<file path="src/rtl/gcp_pkg.sv">
// Shared types and constants of the grid curvature penalty block.
`timescale 1ns / 1ps
`default_nettype none
package gcp_pkg;

  localparam int AREA_W    = 32;
  localparam int INVPI_W   = 31;
  localparam int Q_W       = 47;
  localparam int RAD_W     = 24;
  localparam int DIF_W     = RAD_W + 1;
  localparam int D2_W      = RAD_W + 2;
  localparam int SQ_W      = 2 * D2_W - 16;
  localparam int SUM_W     = 56;
  localparam int OUT_W     = 64;
  localparam int WGT_W     = 8;
  localparam int GW_W      = 9;
  localparam int CFG_IDX_W = 2;
  localparam int CFG_DAT_W = 9;
  localparam int DEF_MAX_WIDTH = 256;

  // round(2^32 / pi)
  localparam logic [INVPI_W-1:0] INV_PI_Q32 = 31'd1367130551;

  localparam logic [CFG_IDX_W-1:0] CFG_ENABLE = 2'd0;
  localparam logic [CFG_IDX_W-1:0] CFG_WEIGHT = 2'd1;
  localparam logic [CFG_IDX_W-1:0] CFG_WIDTH  = 2'd2;

  typedef struct packed {
    logic             last;
    logic             valid;
    logic [RAD_W-1:0] radius;
  } gcp_item_t;

  typedef struct packed {
    logic             enable;
    logic [WGT_W-1:0] weight;
    logic [GW_W-1:0]  width;
  } gcp_cfg_t;

endpackage
`default_nettype wire

</file>
<file path="src/rtl/gcp_front.sv">
// Front end: takes a cell beat, scales the area by 1/pi and takes the square root.
`timescale 1ns / 1ps
`default_nettype none
module gcp_front (
  input  wire logic                       clk,
  input  wire logic                       rst_n,
  input  wire logic                       hold,
  input  wire logic                       in_tvalid,
  output logic                            in_tready,
  input  wire logic [gcp_pkg::AREA_W-1:0] in_area,
  input  wire logic                       in_valid_flag,
  input  wire logic                       in_last,
  output logic                            push,
  output gcp_pkg::gcp_item_t              push_item,
  input  wire logic                       q_full
);
  import gcp_pkg::*;

  localparam logic [1:0] F_IDLE = 2'd0;
  localparam logic [1:0] F_MUL  = 2'd1;
  localparam logic [1:0] F_SQRT = 2'd2;
  localparam logic [1:0] F_PUSH = 2'd3;

  logic [1:0]          state_r, state_nxt;
  logic [AREA_W-1:0]   area_r;
  logic                vflag_r, last_r;
  logic [Q_W-1:0]      q_r;
  logic [RAD_W-1:0]    root_r, root_nxt;
  logic [4:0]          bit_r;
  logic [RAD_W-1:0]    cand;
  logic [2*RAD_W-1:0]  cand_sq;
  logic [AREA_W+INVPI_W-1:0] prod;

  assign in_tready = (state_r == F_IDLE) && !hold;
  assign prod      = (AREA_W+INVPI_W)'(area_r) * (AREA_W+INVPI_W)'(INV_PI_Q32);
  assign cand      = root_r | (RAD_W'(1) << bit_r);
  assign cand_sq   = (2*RAD_W)'(cand) * (2*RAD_W)'(cand);

  always_comb begin
    state_nxt = state_r;
    root_nxt  = root_r;
    case (state_r)
      F_IDLE: if (in_tvalid && in_tready) state_nxt = F_MUL;
      F_MUL: begin
        state_nxt = F_SQRT;
        root_nxt  = '0;
      end
      F_SQRT: begin
        if (cand_sq <= (2*RAD_W)'(q_r)) root_nxt = cand;
        if (bit_r == 5'd0) state_nxt = F_PUSH;
      end
      F_PUSH: if (!q_full) state_nxt = F_IDLE;
      default: state_nxt = F_IDLE;
    endcase
  end

  always_ff @(posedge clk) begin
    if (!rst_n) begin
      state_r <= F_IDLE;
    end else begin
      state_r <= state_nxt;
    end
    root_r <= root_nxt;
    if (state_r == F_IDLE && in_tvalid && in_tready) begin
      area_r  <= in_area;
      vflag_r <= in_valid_flag;
      last_r  <= in_last;
    end
    if (state_r == F_MUL) begin
      q_r    <= prod[16 +: Q_W];
      bit_r  <= 5'(RAD_W - 1);
    end else if (state_r == F_SQRT) begin
      bit_r <= bit_r - 5'd1;
    end
  end

  assign push             = (state_r == F_PUSH) && !q_full;
  assign push_item.last   = last_r;
  assign push_item.valid  = vflag_r;
  assign push_item.radius = root_r;

endmodule
`default_nettype wire

</file>
<file path="config.mk">
export PLATFORM = sky130hd
export DESIGN_NAME = gcp_front
export DESIGN_NICKNAME = d
export VERILOG_FILES = /design/src/rtl/gcp_pkg.sv /design/src/rtl/gcp_front.sv
export SDC_FILE = /design/constraint.sdc
export NUM_CORES = 2
export LEC_CHECK = 0
export BUFFER_PORTS_ARGS = -buffer_cell sky130_fd_sc_hd__buf_2
export CAP_MARGIN = 20
export CORE_MARGIN = 10
export CORE_UTILIZATION = 40
export DETAILED_ROUTE_END_ITERATION = 16
export PLACE_DENSITY = 0.55
export SLEW_MARGIN = 30
export SYNTH_ARGS = -nofsm -noshare
export SYNTH_HDL_FRONTEND = slang
export SYNTH_SLANG_ARGS = --single-unit
</file>
<file path="constraint.sdc">
create_clock -name clk -period 11.9 [get_ports clk]
set_clock_uncertainty 0.2 [all_clocks]
set_input_delay 1.19 -clock clk [delete_from_list [all_inputs] [get_ports clk]]
set_output_delay 1.19 -clock clk [all_outputs]
set_load 0.01 [all_outputs]
</file>
# After elaboration in Yosys (flattened, before gate mapping)
# Cells that the tools add are included.
# op_classes
n_addsub	1
n_mul	2
order_cmp	1
eq_ne	7
shifts	1
n_mux	6
n_bitwise	1
n_reduce_logical	12
# op_table
op	count
multiplier 32 x 31 -> 63 bit (second input constant)	1
<= comparator 48 x 47 -> 1 bit	1
multiplier 24 x 24 -> 48 bit	1
one-hot mux 24 bit (2 select lines)	1
2-to-1 mux 24 bit	1
bitwise OR 24 bit	1
<< shifter 1 x 5 -> 24 bit (first input constant)	1
one-hot mux 2 bit (4 select lines)	1
2-to-1 mux 2 bit	3
inequality test 2 bit (second input constant)	3
logical AND 1 bit	5
zero test 5 bit	1
subtractor 5 x 1 -> 5 bit (second input constant)	1
== test 2 bit (second input constant)	2
AND reduction 3 bit	1
== test 2 x 1 -> 1 bit (second input constant)	1
zero test 1 bit	2
zero test 2 bit	1
inequality test 2 x 1 -> 1 bit (second input constant)	1
AND reduction 2 bit	1
nonzero test 2 bit	1
# totals
regBits	112
in_bits	39
output_inout_bits	28
word_cells	38

# Longest topological paths before layout
# depth
depth_word	6
mapped_depth	42
mapped_depth_nobuf	41

# Worst setup path before layout
# OpenSTA, ideal clock, no wires.
# synth_timing
path_type	reg2reg
start	register bit_r[4]
end	register root_r[0], enable pin
setup_ns	0.383
t_arrival_ns	9.868
required_ns	11.317
path_slack_ns	1.450
stages_incl_launch_ff	37
n_path_buf	3
synth_period_minus_slack_ns	10.450
cell_sequence	dfxtp_1 clkbuf_1 nor2b_1 and2_1 a21o_1 clkbuf_1 clkinv_1 clkbuf_1 nor2_1 fa_1 fa_1 inv_1 fa_1 fa_1 inv_1 fa_1 fa_1 inv_1 fa_1 inv_1 ha_1 a21o_1 a21oi_1 o21ai_0 a31o_2 a21oi_1 o21ai_1 o21ai_0 o21ai_1 xor2_1 ha_1 nand3_1 or2_2 or3_1 or4_1 a21oi_1 a22o_1
# synth_between
elab_chain_len	6
# synth_lines
item	line	text
start, declared	gcp_front.sv:29	logic [4:0] bit_r;
start signal, assigned	gcp_front.sv:71	bit_r <= 5'(RAD_W - 1);
start signal, assigned	gcp_front.sv:73	bit_r <= bit_r - 5'd1;
<< shifter 1 x 5 -> 24 bit	gcp_front.sv:36	assign cand = root_r | (RAD_W'(1) << bit_r);
bitwise OR 24 bit	gcp_front.sv:36	
multiplier 24 x 24 -> 48 bit	gcp_front.sv:37	assign cand_sq = (2*RAD_W)'(cand) * (2*RAD_W)'(cand);
<= comparator 48 x 47 -> 1 bit	gcp_front.sv:49	if (cand_sq <= (2*RAD_W)'(q_r)) root_nxt = cand;
inequality test 2 bit (no line)	n/a	
AND reduction 2 bit (no line)	n/a	
end signal, assigned	gcp_front.sv:63	root_r <= root_nxt;
end, declared	gcp_front.sv:28	logic [RAD_W-1:0] root_r, root_nxt;
# Every way passes these cells.
# A chain may end at the register's enable or synchronous reset.

# Final worst setup path
# layout_timing
start	register bit_r[0]
end	register root_r[11], enable pin
# The elaborated chain is that of the path after synthesis.

==> flow_summary.json <==
{
  "status": "completed",
  "finalMaxSlewViolations": 0,
  "n_fill_cell": 9288,
  "grt_use_total_pct": 18.68,
  "yosysSeqAreaShare_pct": 8.624,
  "cts_buffers": 9,
  "cts_resized": 0,
  "hold_buffers": 0,
  "path_class": "flop to flop",
  "fin_crit_ns": 11.25,
  "routed_wl_mm": 96.47,
  "cp.required_ns": 11.81,
  "hold_start": "state_r[1]",
  "grt_pass1_wl_mm": 156.6,
  "antenna_found_initial": 0,
  "syn_to_final_growth_pct": 6.032,
  "diodes": 0,
  "reg2reg_from": "bit_r[0]",
  "synth_async_sr_flop_share_pct": 0,
  "die_w_um": 329.0,
  "routedWlPerCell_um": 18.69,
  "rsz0062_at_grt": "no",
  "worstSkewPairLatency_ns": 0.42,
  "portBuffers": 66,
  "hp-class": "flop to flop",
  "ant_nets": 0,
  "cts-root-buf": "clkbuf_16",
  "synthCells": 3839,
  "whs_path_depth": 2,
  "cp_slowest_cell": "fa_1",
  "syn_area_um2": 38190,
  "core_area_um2": 94870,
  "slew_headroom_pct": 32.53,
  "finalHoldViolations": 0,
  "synth_fp_nets": 5312,
  "start_util_pct": 40.25,
  "dp_hpwl_mm": 86.00,
  "ys_warn_count": 0,
  "clk_pin_slew_worst_paths_ns": 0.09,
  "cts_setup_buffers": 0,
  "synth-main-ff-cell": "edfxtp_1",
  "setup_viol": 0,
  "ys_seq_elements": 112,
  "rows": 113,
  "tightest_slew_ns": 1.007,
  "synth_enable_flop_cells": 105,
  "grt_max_degree": 54,
  "htree_levels": 3,
  "path_max_fanout": 24,
  "r2r_slack_ns": 0.65,
  "maxCapViolations": 0,
  "vias": 24950,
  "cts_tree": "yes",
  "clock_path_buffers": 2,
  "first_iter_violations": 1302,
  "die_height_um": 329.0,
  "ff2ff_path_depth": 35,
  "ios": 67,
  "timing.rr.end": "root_r[11]",
  "firstDrtPassIters": 6,
  "critPathLaunchType": "flop",
  "period_share_pct": 94.54,
  "tns_ns": 0,
  "dp_cells": 5146,
  "end_kind": "flop",
  "dieArea_um2": 108200,
  "instances_no_fill": 5162,
  "post-route-util_pct": 42.68,
  "hold_end": "state_r[1]",
  "slowest_delay_ns": 0.55,
  "grt-ovfl-total": 0,
  "gp_congestion": 0.8965,
  "fmax_mhz": 88.89,
  "synth_cell_types": 84,
  "crit_arrival_ns": 11.17,
  "numClockSinks": 112,
  "grt_pass1_vias": 27540,
  "path_common_cell": "fa_1",
  "via_per_inst": 4.833,
  "drive_gt1_share_pct": 4.080,
  "drc_errors": 0,
  "nNetsFinal": 5365,
  "syn_area_per_cell_um2": 9.947
}
## flip-flops by register name, indices dropped and copies added (netlist names)
signal,count
bit_r,5
vflag_r,1
state_r,2
q_r,47
area_r,32
root_r,24
last_r,1
## layout make-up
cell class	instances	area (um^2)	share of cell area, %
Inverter	1210	4542	11.22
Clock inverter	7	103.9	0.2565
Timing Repair Buffer	104	628.1	1.551
Multi-Input combinational cell	2455	30110	74.38
Sequential cell	112	3293	8.134
Clock buffer	9	225.2	0.5562
Tap cell	1265	1583	3.909
## cell usage in the layout (no fill, tap or decap), types with 23 or more instances in the layout
| cell type | n |
|---|---|
| a21o_1 | 74 |
| a21oi_1 | 100 |
| buf_2 | 66 |
| buf_4 | 37 |
| edfxtp_1 | 105 |
| fa_1 | 841 |
| ha_1 | 592 |
| inv_1 | 1206 |
| nand2_1 | 187 |
| nand2b_1 | 23 |
| nand3_1 | 23 |
| nor2_1 | 221 |
| nor2b_1 | 25 |
| o21ai_0 | 44 |
| xnor2_1 | 70 |
| xor2_1 | 32 |
## cell usage after synthesis, drive strengths merged (23+ instances only)
library cell	instances	area, um^2
inv	1209	4538
fa	841	16840
ha	593	7420
nor2	221	829.6
nand2	188	708.2
a21oi	105	540.5
edfxtp	105	3153
a21o	75	564.3
xnor2	70	613.1
o21ai	58	305.3
clkbuf	50	187.7
xor2	32	280.3
nor2b	25	156.4
nand2b	23	143.9
nand3	23	115.1
nor3	23	131.4
## how the worst max path moves through the flow
stage	startpoint	endpoint	slack (ns)	cells after the start
global placement	bit_r[0]	root_r[6]	0.88	38
detailed placement	bit_r[0]	root_r[5]	0.74	35
floorplan	bit_r[4]	root_r[0]	1.45	36
CTS	bit_r[0]	root_r[11]	0.71	35
global route	bit_r[0]	root_r[11]	0.02	35
finish	bit_r[0]	root_r[11]	0.65	35
## stage by stage
step	instance area, um^2	setup slack (ns)	hold slack, ns
floorplan	38190	1.450	0.3254
global placement	40160	0.8802	0.3604
detailed placement	40160	0.7409	0.3554
CTS	40490	0.7051	0.3700
global route	40490	0.02084	0.4249
finish	40490	0.6499	0.3655
## worst max-delay path: cells and delay by family (launching register included)
family | cells | cell delay [ns]
flip-flops | 1 | 0.36
adder cells (fa/ha/maj) | 10 | 4.39
AND/OR/NAND/NOR | 6 | 2.07
buffers and inverters | 7 | 0.94
XOR/XNOR | 1 | 0.16
AO/OA/AOI/OAI | 11 | 2.80
## cell families after synthesis
kind of cell	share of synthesized area, %
mux	0.05570
buf+inv	12.55
xor+xnor	2.340
simple gates	6.760
compound gates	6.154
fa+ha+maj	63.52
flops	8.624
## per-layer routing
metal	vias to the layer above	part of all wire [%]	GRT usage, %
met5	-	0	0
met4	0	3.1	5.560
met3	146	4.3	2.368
met2	582	47	30.80
met1	12500	45	25.53
li1	11720	-	-
Power is left out: the tool's default activity adds up to more than one toggle a clock period on the data nets, which glitch-free logic cannot reach.
