[src/rtl/gcp_pkg.sv]
// Shared types and constants of the grid curvature penalty block.
`timescale 1ns / 1ps
`default_nettype none
package gcp_pkg;

  localparam int AREA_W    = 32;
  localparam int INVPI_W   = 31;
  localparam int Q_W       = 47;
  localparam int RAD_W     = 24;
  localparam int DIF_W     = RAD_W + 1;
  localparam int D2_W      = RAD_W + 2;
  localparam int SQ_W      = 2 * D2_W - 16;
  localparam int SUM_W     = 56;
  localparam int OUT_W     = 64;
  localparam int WGT_W     = 8;
  localparam int GW_W      = 9;
  localparam int CFG_IDX_W = 2;
  localparam int CFG_DAT_W = 9;
  localparam int DEF_MAX_WIDTH = 256;

  // round(2^32 / pi)
  localparam logic [INVPI_W-1:0] INV_PI_Q32 = 31'd1367130551;

  localparam logic [CFG_IDX_W-1:0] CFG_ENABLE = 2'd0;
  localparam logic [CFG_IDX_W-1:0] CFG_WEIGHT = 2'd1;
  localparam logic [CFG_IDX_W-1:0] CFG_WIDTH  = 2'd2;

  typedef struct packed {
    logic             last;
    logic             valid;
    logic [RAD_W-1:0] radius;
  } gcp_item_t;

  typedef struct packed {
    logic             enable;
    logic [WGT_W-1:0] weight;
    logic [GW_W-1:0]  width;
  } gcp_cfg_t;

endpackage
`default_nettype wire

[src/rtl/gcp_queue.sv]
// Two-entry queue between the front end and the accumulating back end.
`timescale 1ns / 1ps
`default_nettype none
module gcp_queue (
  input  wire logic               clk,
  input  wire logic               rst_n,
  input  wire logic               push,
  input  wire gcp_pkg::gcp_item_t push_item,
  output logic                    full,
  input  wire logic               pop,
  output gcp_pkg::gcp_item_t      pop_item,
  output logic                    not_empty
);
  import gcp_pkg::*;

  gcp_item_t  ent_r [2];
  logic       wp_r, rp_r;
  logic [1:0] cnt_r;

  assign full      = (cnt_r == 2'd2);
  assign not_empty = (cnt_r != 2'd0);
  assign pop_item  = ent_r[rp_r];

  always_ff @(posedge clk) begin
    if (!rst_n) begin
      wp_r  <= 1'b0;
      rp_r  <= 1'b0;
      cnt_r <= 2'd0;
    end else begin
      if (push) wp_r <= ~wp_r;
      if (pop) rp_r <= ~rp_r;
      cnt_r <= cnt_r + 2'(push) - 2'(pop);
    end
    if (push) ent_r[wp_r] <= push_item;
  end

endmodule
`default_nettype wire

[config.mk]
export PLATFORM = sky130hd
export DESIGN_NAME = gcp_queue
export DESIGN_NICKNAME = d
export VERILOG_FILES = /design/src/rtl/gcp_pkg.sv /design/src/rtl/gcp_queue.sv
export SDC_FILE = /design/constraint.sdc
export NUM_CORES = 1
export LEC_CHECK = 0
export BUFFER_PORTS_ARGS = -buffer_cell sky130_fd_sc_hd__buf_2
export CAP_MARGIN = 5
export CELL_PAD_IN_SITES_DETAIL_PLACEMENT = 0
export CELL_PAD_IN_SITES_GLOBAL_PLACEMENT = 1
export CORE_UTILIZATION = 39
export DETAILED_ROUTE_END_ITERATION = 12
export PLACE_DENSITY_LB_ADDON = 0.1
export RECOVER_POWER = 25
export SYNTH_ARGS = -nofsm -noshare
export SYNTH_HDL_FRONTEND = slang
export SYNTH_SLANG_ARGS = --single-unit
[constraint.sdc]
create_clock -name clk -period 1.8 [get_ports clk]
set_input_delay 0.27 -clock clk [delete_from_list [all_inputs] [get_ports clk]]
set_output_delay 0.27 -clock clk [all_outputs]
set_load 0.01 [all_outputs]
; ---- Yosys cells after proc, flatten, opt, wreduce, memory -nomap -nowiden
; Memory sizes are Yosys's and may differ from the RTL's. A register that Yosys moved wholly into a read port is not among the register bits.
; Index checks and enable logic that the tools add are counted.
[word_totals]
out_inout_bits = 28
input_bits = 30
memories = 1
ff_bits = 4
ram_bits = 52
wordCells = 14
[mem_list]
columns = name, depth, word_bits, read_ports, rd_clocked_by_memory_dff, wr, line_no
row1 = ent_r, 2, 26, 1, 1, 1, gcp_queue.sv:16  ; gcp_item_t ent_r [2];
[classes]
mux = 4
n_bitwise = 2
eq_ne = 1
reduce_logical = 1
n_addsub = 2
[ops]
columns = operator, n
row1 = $mux W1, 4
row2 = $add A2 B1 Y2, 1
row3 = $eq A2 B2 Y1 const B, 1
row4 = $not A1 Y1, 2
row5 = $reduce_bool A2 Y1, 1
row6 = $sub A2 B1 Y2, 1

; ---- Longest topological paths before layout
; Gate-level depths: netlist of the first run.
[depth]
depth_word = 3
ltp_mapped = 6
mapped_depth_nobuf = 6

; ---- Worst setup path after synthesis of the first run
; Ideal clock, no wire load.
[synth_path]
path_type = reg2reg
from = register wp_r
to = memory ent_r[0][0] in the netlist's numbering (enable)
required_time_ps = 1387
t_arrival_ps = 1515
setup_ps = 413
path_stages_with_launch = 2
setup_slack_ps = -128
path_buffers = 0
synth_period_minus_slack_ps = 1928
path_cell_list = dfxtp_1 > nor2b_1
[synth_rtl]
columns = item, line_no
row1 = start: declaration, gcp_queue.sv:17  ; logic wp_r, rp_r;
row2 = start signal: assignment, gcp_queue.sv:30  ; if (push) wp_r <= ~wp_r;
row3 = end: declaration, gcp_queue.sv:16
; No word-level cell before the write port.

==> results.py, run 1 <==
metrics = {
    "logic_synthesis": {
        "synth_cell_type_count": 14,
        "ys_ff_latch": 57,
        "syn_inst": 102,
        "synth_top_area_cell": "sky130_fd_sc_hd__edfxtp_1",
        "syn_area_per_cell_um2": 21.7,
        "yosys_warnings": 0,
        "ys_seq_area_share_pct": 75.2,
        "synth_top_area_share_pct": 70.7,
        "netlist_area_um2": 2210,
        "synth_top_cells_by_area": "sky130_fd_sc_hd__edfxtp_1, sky130_fd_sc_hd__mux2_4, sky130_fd_sc_hd__dfxtp_1",
        "postSynthNetCount": 134,
    },
    "worst_hold_path": {
        "hp-class": "primary input to flip-flop",
    },
    "floorplanning": {
        "effective_utilization_at_floorplan_pct": 40.4,
        "vertical_die_dimension_um": 77.3,
        "fp.dieW_um": 77.3,
        "ios": 58,
        "dieArea_um2": 5970,
        "placement_rows": 27,
        "core_area_um2": 5470,
    },
    "drt": {
        "met2_wirelength_mm": 1.78,
        "route.antenna.remaining_nets": 0,
        "avgViaCountPerCell": 4.45,
        "routed_wire_length_per_instance_um": 13.8,
        "num_vias": 1099,
        "met1_routed_length_mm": 1.30,
        "drt_iter0_markers": 39,
        "detail_route.first_pass.iterations": 8,
        "highest-signal-layer": "met4",
        "detail_route.wirelength_mm": 3.42,
        "detail_route.drc_violations": 2,
        "dr_wl_met3_um": 268,
    },
    "placed_design": {
        "routabilityCongestion": 0.610,
        "place.detailed.instances": 231,
        "place.port_buffers": 57,
        "detailedPlacementHpwl_mm": 2.23,
        "pre_cts_ws_ns": 0.409,
    },
    "clock_network": {
        "cts_tree": "built",
        "clock_sinks": 57,
        "post_cts_setup_repair_bufs": 0,
        "cts.htree.levels": 3,
        "worstSkewPairLatency_ns": 0.32,
        "root_buffer": "sky130_fd_sc_hd__clkbuf_8",
        "worst_setup_hold_path_clk_slew_ns": 0.07,
        "cts_inserted_buffers": 9,
        "cts.path.max_buffers": 2,
        "postCtsResizedCells": 0,
        "cts-hold-fix-buffers": 0,
    },
    "timing": {
        "worstMarginPinSlew_ns": 0.378,
        "min_period_ns": 1.72,
        "setup_viol": 0,
        "upper_clock_frequency_limit_mhz": 581,
        "finClkSkew_ns": 0.00529,
        "max-slew-margin-rel_pct": 74.8,
        "post_route_clock_period_utilization_pct": 95.7,
        "finalHoldViolCount": 0,
        "timing_max_transition_violations_final": 0,
        "final_worst_slack_ns": 0.0776,
        "finalSetupTns_ns": 0,
        "rsz0062_at_grt": "no",
    },
    "pwr": {
        "internal_power_mw": 2.64,
        "switching_power_total_mw": 0.672,
        "power_leakage_nw": 1.13,
        "power_frac_comb_pct": 11.2,
        "power_switching_share_pct": 20.3,
        "power_per_cell_area_nw_per_um2": 1180,
        "part_of_the_total_power_dissipated_in_sequential_elements_pct": 47.0,
        "pwr-share-clk_pct": 41.8,
        "worst_ir_drop_vdd_uv": 628,
    },
    "global_routing": {
        "grt_first_pass_wirelength_mm": 5.38,
        "grt_overflow": 0,
        "grt_pass1_vias": 1157,
        "grt_max_degree": 28,
        "number_of_antenna_violations_at_the_first_check_in_global_routing": 0,
        "grt.total_usage_pct": 12.4,
    },
    "cells_and_area": {
        "most-common-layout-cells": "sky130_fd_sc_hd__buf_2, sky130_fd_sc_hd__edfxtp_1, sky130_fd_sc_hd__mux2_4",
        "final_core_util_pct": 51.1,
        "final_layout_size_suffix_gt1_share_pct": 57.1,
        "total_nets_final": 202,
        "layout.cells.most_common": "sky130_fd_sc_hd__buf_2",
        "fillers": 473,
        "antenna-diode-count": 0,
        "layout-area-overhead-vs-synth_pct": 26.7,
        "layoutNonFillerInstCount": 247,
    },
    "worst_setup_path": {
        "cp.arrival_ns": 1.45,
        "path_cells": "buf_12, mux2_4, buf_2",
        "crit_fanout": 20,
        "critPathKind": "flip-flop to output pin",
        "critical_path.top_delay_family": "flip-flops",
        "cp_num_buf_inv": 2,
        "critPathRequiredTime_ns": 1.53,
        "start_kind": "flip-flop",
        "cp_slowest_cell": "sky130_fd_sc_hd__dfxtp_2",
        "worstSetupEndpointType": "output pin",
        "timing.critical_path.slowest_cell_delay_ns": 0.44,
    },
    "job": {
        "cap_violations": 0,
    },
    "run_status": {
        "violations": "design-rule violations",
        "status": "finished with violations",
    },
}
-- logic make-up (layout without fill, tap and decap cells) --
logic type      after synthesis  in the layout  share of synthesized area, %
compound gates                1              1                         0.340
xor+xnor                      2              2                          1.42
fa+ha+maj                     2              2                          1.13
buf+inv                       5             78                          2.66
flops                        57             57                          75.2
mux                          26             26                          16.7
simple gates                  9              9                          2.55
-- cell usage after synthesis --
library cell,n
sky130_fd_sc_hd__o21a_1,1
sky130_fd_sc_hd__edfxtp_1,52
sky130_fd_sc_hd__mux2_2,6
sky130_fd_sc_hd__nor2b_1,4
sky130_fd_sc_hd__mux2_4,20
sky130_fd_sc_hd__or2_2,1
sky130_fd_sc_hd__buf_6,1
sky130_fd_sc_hd__xor2_1,1
sky130_fd_sc_hd__inv_1,2
sky130_fd_sc_hd__ha_1,2
sky130_fd_sc_hd__xnor3_1,1
sky130_fd_sc_hd__buf_12,2
sky130_fd_sc_hd__dfxtp_1,5
sky130_fd_sc_hd__and2_1,4
-- layout make-up --
cell class | count | area [um^2] | area share [%]
tap | 72 | 90.1 | 3.22
sequential | 57 | 1660 | 59.4
clock buffer | 9 | 124 | 4.43
timing repair buffer | 60 | 315 | 11.3
clock inverter | 7 | 109 | 3.89
multi-input combinational | 40 | 490 | 17.5
inverter | 2 | 7.51 | 0.268
-- path summary, 6_finish.rpt --
path	startpoint	to	slack (ns)	cells after the start
min	push_item[10]	ent_r[1][10]	0.13	1
min reg2reg	rp_r	flip-flop	0.58	2
max	flip-flop	pop_item[11]	0.08	3
max reg2reg	cnt_r[0]	cnt_r[1]	0.57	6
-- state kept, by name (all words and copies together), names as in the netlist, named ones only --
signal	cells
wp_r	1
cnt_r	2
ent_r	52
rp_r	1
-- metal layers --
layer / GRT usage [%] / up-vias
li1: - / 524
met1: 13.2 / 527
met2: 20.4 / 41
met3: 4.88 / 7
met4: 7.92 / 0
met5: 0 / -
-- power groups by stage --
stage	logic [mW]	clock network, mW	registers (mW)
4_1_cts	0.382	1.42	1.56
5_1_grt	0.404	1.48	1.57
2_1_floorplan	0.262	0	1.58
3_5_place_dp	0.380	0	1.59
6_report	0.371	1.39	1.56
3_3_place_gp	0.370	0	1.58
-- stage by stage --
step                hold WS [ns]  power, mW  instance area (um^2)
floorplan                  0.369       1.84                  2210
global placement           0.457       1.95                  2570
detailed placement         0.462       1.97                  2570
CTS                        0.118       3.36                  2800
global route               0.114       3.45                  2800
finish                     0.133       3.32                  2800
Power figures use the tool's default switching activity.
==> run 2, diff against run 1 <==
BUFFER_PORTS_ARGS = unset   (was -buffer_cell sky130_fd_sc_hd__buf_2)
CAP_MARGIN = unset   (was 5)
CORE_UTILIZATION = 47   (was 39)
DONT_BUFFER_PORTS = 1   (was unset)
==> run 2 against run 1 <==
Compared with the run above:
- clock skew down 0.0010 ns
- total power is 7.6% lower
- utilization rose by 4.6 points
- register-to-register slack improved by 0.03 ns
- the flow still finishes with violations (design-rule violations)
- final area down 11%
==> results.py, run 2 (same netlist as run 1, synthesis figures left out) <==
metrics = {
    "run_status": {
        "status": "finished with violations",
        "violations": "design-rule violations",
    },
    "job": {
        "cap_violations": 0,
    },
    "pwr": {
        "power_per_cell_area_nw_per_um2": 1240,
        "switching_power_total_mw": 0.626,
        "internal_power_mw": 2.44,
        "pwr-share-clk_pct": 40.1,
        "power_frac_comb_pct": 9.0,
        "part_of_the_total_power_dissipated_in_sequential_elements_pct": 50.9,
        "worst_ir_drop_vdd_uv": 645,
        "power_switching_share_pct": 20.4,
        "power_leakage_nw": 0.899,
    },
    "timing": {
        "final_worst_slack_ns": 0.200,
        "upper_clock_frequency_limit_mhz": 625,
        "worstMarginPinSlew_ns": 0.354,
        "finalSetupTns_ns": 0,
        "max-slew-margin-rel_pct": 76.4,
        "finalHoldViolCount": 0,
        "timing_max_transition_violations_final": 0,
        "finClkSkew_ns": 0.00425,
        "min_period_ns": 1.60,
        "setup_viol": 0,
        "post_route_clock_period_utilization_pct": 88.9,
        "timing.hold.ws_ns": 0.0326,
        "rsz0062_at_grt": "no",
    },
    "floorplanning": {
        "dieArea_um2": 4980,
        "placement_rows": 24,
        "core_area_um2": 4440,
        "effective_utilization_at_floorplan_pct": 49.7,
        "fp.dieW_um": 70.5,
        "ios": 58,
        "vertical_die_dimension_um": 70.5,
    },
    "worst_setup_path": {
        "setup.reg_to_reg.worst_slack_ns": 0.60,
        "crit-reg2reg-launch": "cnt_r[0]",
        "critPathRequiredTime_ns": 1.53,
        "reg_to_reg_end": "cnt_r[1]",
        "critPathKind": "flip-flop to output pin",
        "rr_worst_depth": 6,
        "timing.critical_path.to": "pop_item[16]",
        "crit_fanout": 20,
        "cp.arrival_ns": 1.33,
        "worstSetupEndpointType": "output pin",
        "start_kind": "flip-flop",
    },
    "placed_design": {
        "place.port_buffers": 0,
        "place.detailed.instances": 155,
        "routabilityCongestion": 0.605,
        "pre_cts_ws_ns": 0.528,
    },
    "clock_network": {
        "post_cts_setup_repair_bufs": 0,
        "postCtsResizedCells": 0,
        "worst_setup_hold_path_clk_slew_ns": 0.06,
        "worstSkewPairLatency_ns": 0.33,
        "clock_sinks": 57,
        "cts-hold-fix-buffers": 0,
        "cts.path.max_buffers": 2,
        "cts_inserted_buffers": 9,
        "cts_tree": "built",
        "root_buffer": "sky130_fd_sc_hd__clkbuf_8",
        "cts.htree.levels": 3,
    },
    "cells_and_area": {
        "reg_top3": "ent_r: 52 flops, cnt_r: 2 flops",
        "final_core_util_pct": 55.7,
        "largest_register_ff_count": 52,
        "total_nets_final": 146,
        "ff_latch_area_um2": 1660,
        "regMostFlops": "ent_r",
        "layout-area-overhead-vs-synth_pct": 12.2,
        "antenna-diode-count": 0,
        "multi_input_comb_area_um2": 490,
        "layout.cells.most_common": "sky130_fd_sc_hd__edfxtp_1",
        "final_layout_size_suffix_gt1_share_pct": 39.5,
        "most-common-layout-cells": "sky130_fd_sc_hd__edfxtp_1, sky130_fd_sc_hd__mux2_4, sky130_fd_sc_hd__clkbuf_8",
        "layoutNonFillerInstCount": 171,
        "fillers": 352,
    },
    "global_routing": {
        "grt_max_degree": 27,
        "grt.total_usage_pct": 13.5,
        "grt_first_pass_wirelength_mm": 4.64,
        "grt_overflow": 0,
        "number_of_antenna_violations_at_the_first_check_in_global_routing": 0,
        "grt_pass1_vias": 981,
    },
    "drt": {
        "detail_route.drc_violations": 8,
        "route.antenna.remaining_nets": 0,
        "avgViaCountPerCell": 5.23,
        "routed_wire_length_per_instance_um": 17.3,
        "num_vias": 894,
        "drt_iter0_markers": 69,
        "detail_route.first_pass.iterations": 8,
        "detail_route.wirelength_mm": 2.96,
    },
    "worst_hold_path": {
        "hp-class": "primary input to flip-flop",
    },
}
run 2: how the worst min path moves through the flow:
stage             endpoint  depth (start not counted)  slack, ns          from
4_1_cts        ent_r[0][5]                          0       0.01  push_item[5]
6_report       ent_r[0][6]                          0       0.03  push_item[6]
3_3_place_gp   ent_r[0][0]                          0       0.37  push_item[0]
3_5_place_dp   ent_r[0][5]                          0       0.37  push_item[5]
2_1_floorplan  ent_r[0][0]                          0       0.37  push_item[0]
5_1_grt        ent_r[1][5]                          0      0.006  push_item[5]
run 2: critical path: stages, from the launching register on:
cell and delay, ns:
sky130_fd_sc_hd__dfxtp_2 0.43, sky130_fd_sc_hd__buf_12 0.22, sky130_fd_sc_hd__mux2_4 0.34
run 2: area by class of cell:
type	count	share of cell area (%)
flip-flops and latches	57	67.1
well taps	52	2.63
multi-input cells	40	19.8
clock buffers	9	5.00
repair buffers	4	1.72
inverters	2	0.303
clock inverters	7	3.43
run 2: per-layer routing:
| metal | vias to the layer above | GRT usage (%) | wire length [um] |
|---|---|---|---|
| li1 | 411 | - | - |
| met5 | - | 0 | 0 |
| met4 | 0 | 12.0 | 114 |
| met2 | 44 | 21.0 | 1510 |
| met1 | 428 | 13.3 | 1070 |
| met3 | 11 | 6.84 | 269 |
run 2: power by group through the flow:
stage	Clock (mW)	Sequential, mW	Combinational (mW)
finish	1.23	1.56	0.275
global route	1.32	1.57	0.295
CTS	1.27	1.56	0.281
detailed placement	0	1.59	0.281
global placement	0	1.58	0.279
floorplan	0	1.58	0.262
run 2: stage by stage:
stage | total power, mW | area, um^2
after floorplan | 1.84 | 2210
after global placement | 1.86 | 2270
after detailed placement | 1.87 | 2270
after CTS | 3.11 | 2480
after global routing | 3.18 | 2480
final | 3.06 | 2480
==> run 3, diff against run 2 <==
clock period = 1.3 ns   (was 1.8 ns; I/O delays follow)
==> run 3 against run 2 <==
Compared with the run above:
- the flow finishes with violations (design-rule violations, negative setup slack)
- total power grew 28%
- clock power grew 3%
- first-iteration DRC count is 25% lower
- worst setup slack worse by 0.31 ns
- worst hold slack better by 0.056 ns
- register-to-register slack lost 0.49 ns
- global-route usage rose by 1.5 points
- die area stayed put
- flip-flop and latch count stayed put
- clock skew decreased by 0.00057 ns
- largest power group unchanged
==> results.py, run 3 (same netlist as run 1, synthesis figures left out) <==
metrics = {
    "run_status": {
        "status": "finished with violations",
        "violations": "design-rule violations, negative setup slack",
    },
    "worst_setup_path": {
        "cp.arrival_ns": 1.22,
        "cp_num_buf_inv": 1,
        "critPathKind": "flip-flop to output pin",
        "start_kind": "flip-flop",
        "crit-reg2reg-launch": "cnt_r[0]",
        "cp_slowest_cell": "sky130_fd_sc_hd__dfxtp_4",
        "rr_worst_depth": 6,
        "path_cells": "buf_12, mux2_2",
        "timing.critical_path.slowest_cell_delay_ns": 0.37,
        "crit_fanout": 12,
        "worstSetupEndpointType": "output pin",
        "setup.reg_to_reg.worst_slack_ns": 0.11,
        "critical_path.top_delay_family": "flip-flops",
        "critPathRequiredTime_ns": 1.11,
        "reg_to_reg_end": "cnt_r[1]",
    },
    "timing": {
        "post_route_clock_period_utilization_pct": 109,
        "worstMarginPinSlew_ns": 0.230,
        "rsz0062_at_grt": "yes",
        "min_period_ns": 1.41,
        "finalHoldViolCount": 0,
        "finClkSkew_ns": 0.00368,
        "final_worst_slack_ns": -0.114,
        "upper_clock_frequency_limit_mhz": 707,
        "timing_max_transition_violations_final": 0,
        "finalSetupTns_ns": -2.22,
        "max-slew-margin-rel_pct": 84.7,
        "setup_viol": 26,
    },
    "floorplanning": {
        "vertical_die_dimension_um": 70.5,
        "fp.dieW_um": 70.5,
        "effective_utilization_at_floorplan_pct": 49.7,
        "ios": 58,
        "core_area_um2": 4440,
        "placement_rows": 24,
        "dieArea_um2": 4980,
    },
    "clock_network": {
        "cts_tree": "built",
        "worst_setup_hold_path_clk_slew_ns": 0.06,
        "root_buffer": "sky130_fd_sc_hd__clkbuf_8",
        "cts.path.max_buffers": 2,
        "post_cts_setup_repair_bufs": 0,
        "cts.htree.levels": 3,
        "cts_inserted_buffers": 9,
        "clock_sinks": 57,
        "worstSkewPairLatency_ns": 0.32,
    },
    "worst_hold_path": {
        "holdPathStages": 2,
        "hp-class": "primary input to flip-flop",
        "min_to": "wp_r",
        "worstHoldStart": "push",
    },
    "drt": {
        "detail_route.drc_violations": 10,
        "detail_route.wirelength_mm": 3.34,
        "drt_iter0_markers": 52,
        "avgViaCountPerCell": 5.11,
        "detail_route.first_pass.iterations": 8,
        "routed_wire_length_per_instance_um": 16.7,
        "route.antenna.remaining_nets": 0,
        "num_vias": 1022,
    },
    "cells_and_area": {
        "layout-area-overhead-vs-synth_pct": 25.3,
        "reg_top3": "ent_r: 52 flops, cnt_r: 2 flops",
        "antenna-diode-count": 0,
        "most-common-layout-cells": "sky130_fd_sc_hd__edfxtp_1, sky130_fd_sc_hd__dlygate4sd3_1, sky130_fd_sc_hd__mux2_4",
        "regMostFlops": "ent_r",
        "final_core_util_pct": 62.2,
        "layout.cells.most_common": "sky130_fd_sc_hd__edfxtp_1",
        "final_layout_size_suffix_gt1_share_pct": 33.8,
        "total_nets_final": 175,
        "largest_register_ff_count": 52,
    },
    "pwr": {
        "power_per_cell_area_nw_per_um2": 1420,
        "worst_ir_drop_vdd_uv": 994,
        "power_leakage_nw": 1.01,
    },
    "job": {
        "cap_violations": 0,
    },
    "placed_design": {
        "detailedPlacementHpwl_mm": 2.10,
        "routabilityCongestion": 0.561,
        "place.port_buffers": 0,
    },
    "global_routing": {
        "number_of_antenna_violations_at_the_first_check_in_global_routing": 0,
        "grt.total_usage_pct": 15.0,
        "grt_pass1_vias": 1126,
        "grt_overflow": 0,
        "grt_max_degree": 16,
        "grt_first_pass_wirelength_mm": 5.20,
    },
}
[run 3: cell count changes in the layout (fill, tap and decap cells not counted), moves of 2 or more]
cell,before,now
sky130_fd_sc_hd__dlygate4sd3_1,0,27
sky130_fd_sc_hd__clkinv_1,2,6
sky130_fd_sc_hd__ha_1,2,0
sky130_fd_sc_hd__buf_12,1,4
sky130_fd_sc_hd__bufinv_16,2,0
[run 3: routing by layer]
layer | GRT usage (%) | share of wire (%) | wire length [um]
met5 | 0 | 0 | 0
met4 | 13.3 | 2.5 | 85
met3 | 5.70 | 7.9 | 264
met2 | 24.6 | 52 | 1720
met1 | 14.9 | 38 | 1270
[run 3: worst max path at each step]
| stage | start | endpoint | slack (ns) | depth (start not counted) |
|---|---|---|---|---|
| detailed placement | cnt_r[0] | cnt_r[1] | 0.06 | 6 |
| global route | flip-flop | pop_item[0] | -0.16 | 2 |
| global placement | cnt_r[0] | cnt_r[1] | 0.14 | 6 |
| floorplan | wp_r | ent_r[0][0] | -0.13 | 1 |
| finish | flip-flop | pop_item[0] | -0.11 | 2 |
| CTS | flip-flop | pop_item[0] | -0.14 | 2 |
[run 3: area by class of cell]
class / count / area [um^2]
inverter: 2 / 7.51
clock buffer: 9 / 124
clock inverter: 7 / 27.5
timing repair buffer: 33 / 365
tap: 52 / 65.1
multi-input combinational: 40 / 510
fill: 332 / 1680
sequential: 57 / 1670
[run 3: metrics by stage]
| stage | area, um^2 | instances | total power [mW] | hold WS (ns) | setup WS (ns) |
|---|---|---|---|---|---|
| after detailed placement | 2320 | 157 | 2.62 | 0.294 | 0.0620 |
| after floorplan | 2210 | 102 | 2.54 | 0.294 | -0.131 |
| after global routing | 2770 | 200 | 4.09 | 0.0691 | -0.160 |
| after CTS | 2750 | 200 | 3.97 | 0.0692 | -0.140 |
| after global placement | 2320 | 157 | 2.60 | 0.294 | 0.144 |
| final | 2770 | 200 | 3.93 | 0.0891 | -0.114 |
[run 3: report_power, final]
part           internal [mW]  switching, mW  leakage, nW
logic                  0.284          0.221        0.401
registers               2.12         0.0368        0.531
clock network          0.646          0.627       0.0780
total                   3.05          0.884         1.01
[run 3: what timing repair did]
action,in CTS,in global routing
gates resized for setup,1,5
hold endpoints to repair,57,0
setup endpoints to repair,26,27
hold buffers,27,0
gates cloned,0,0
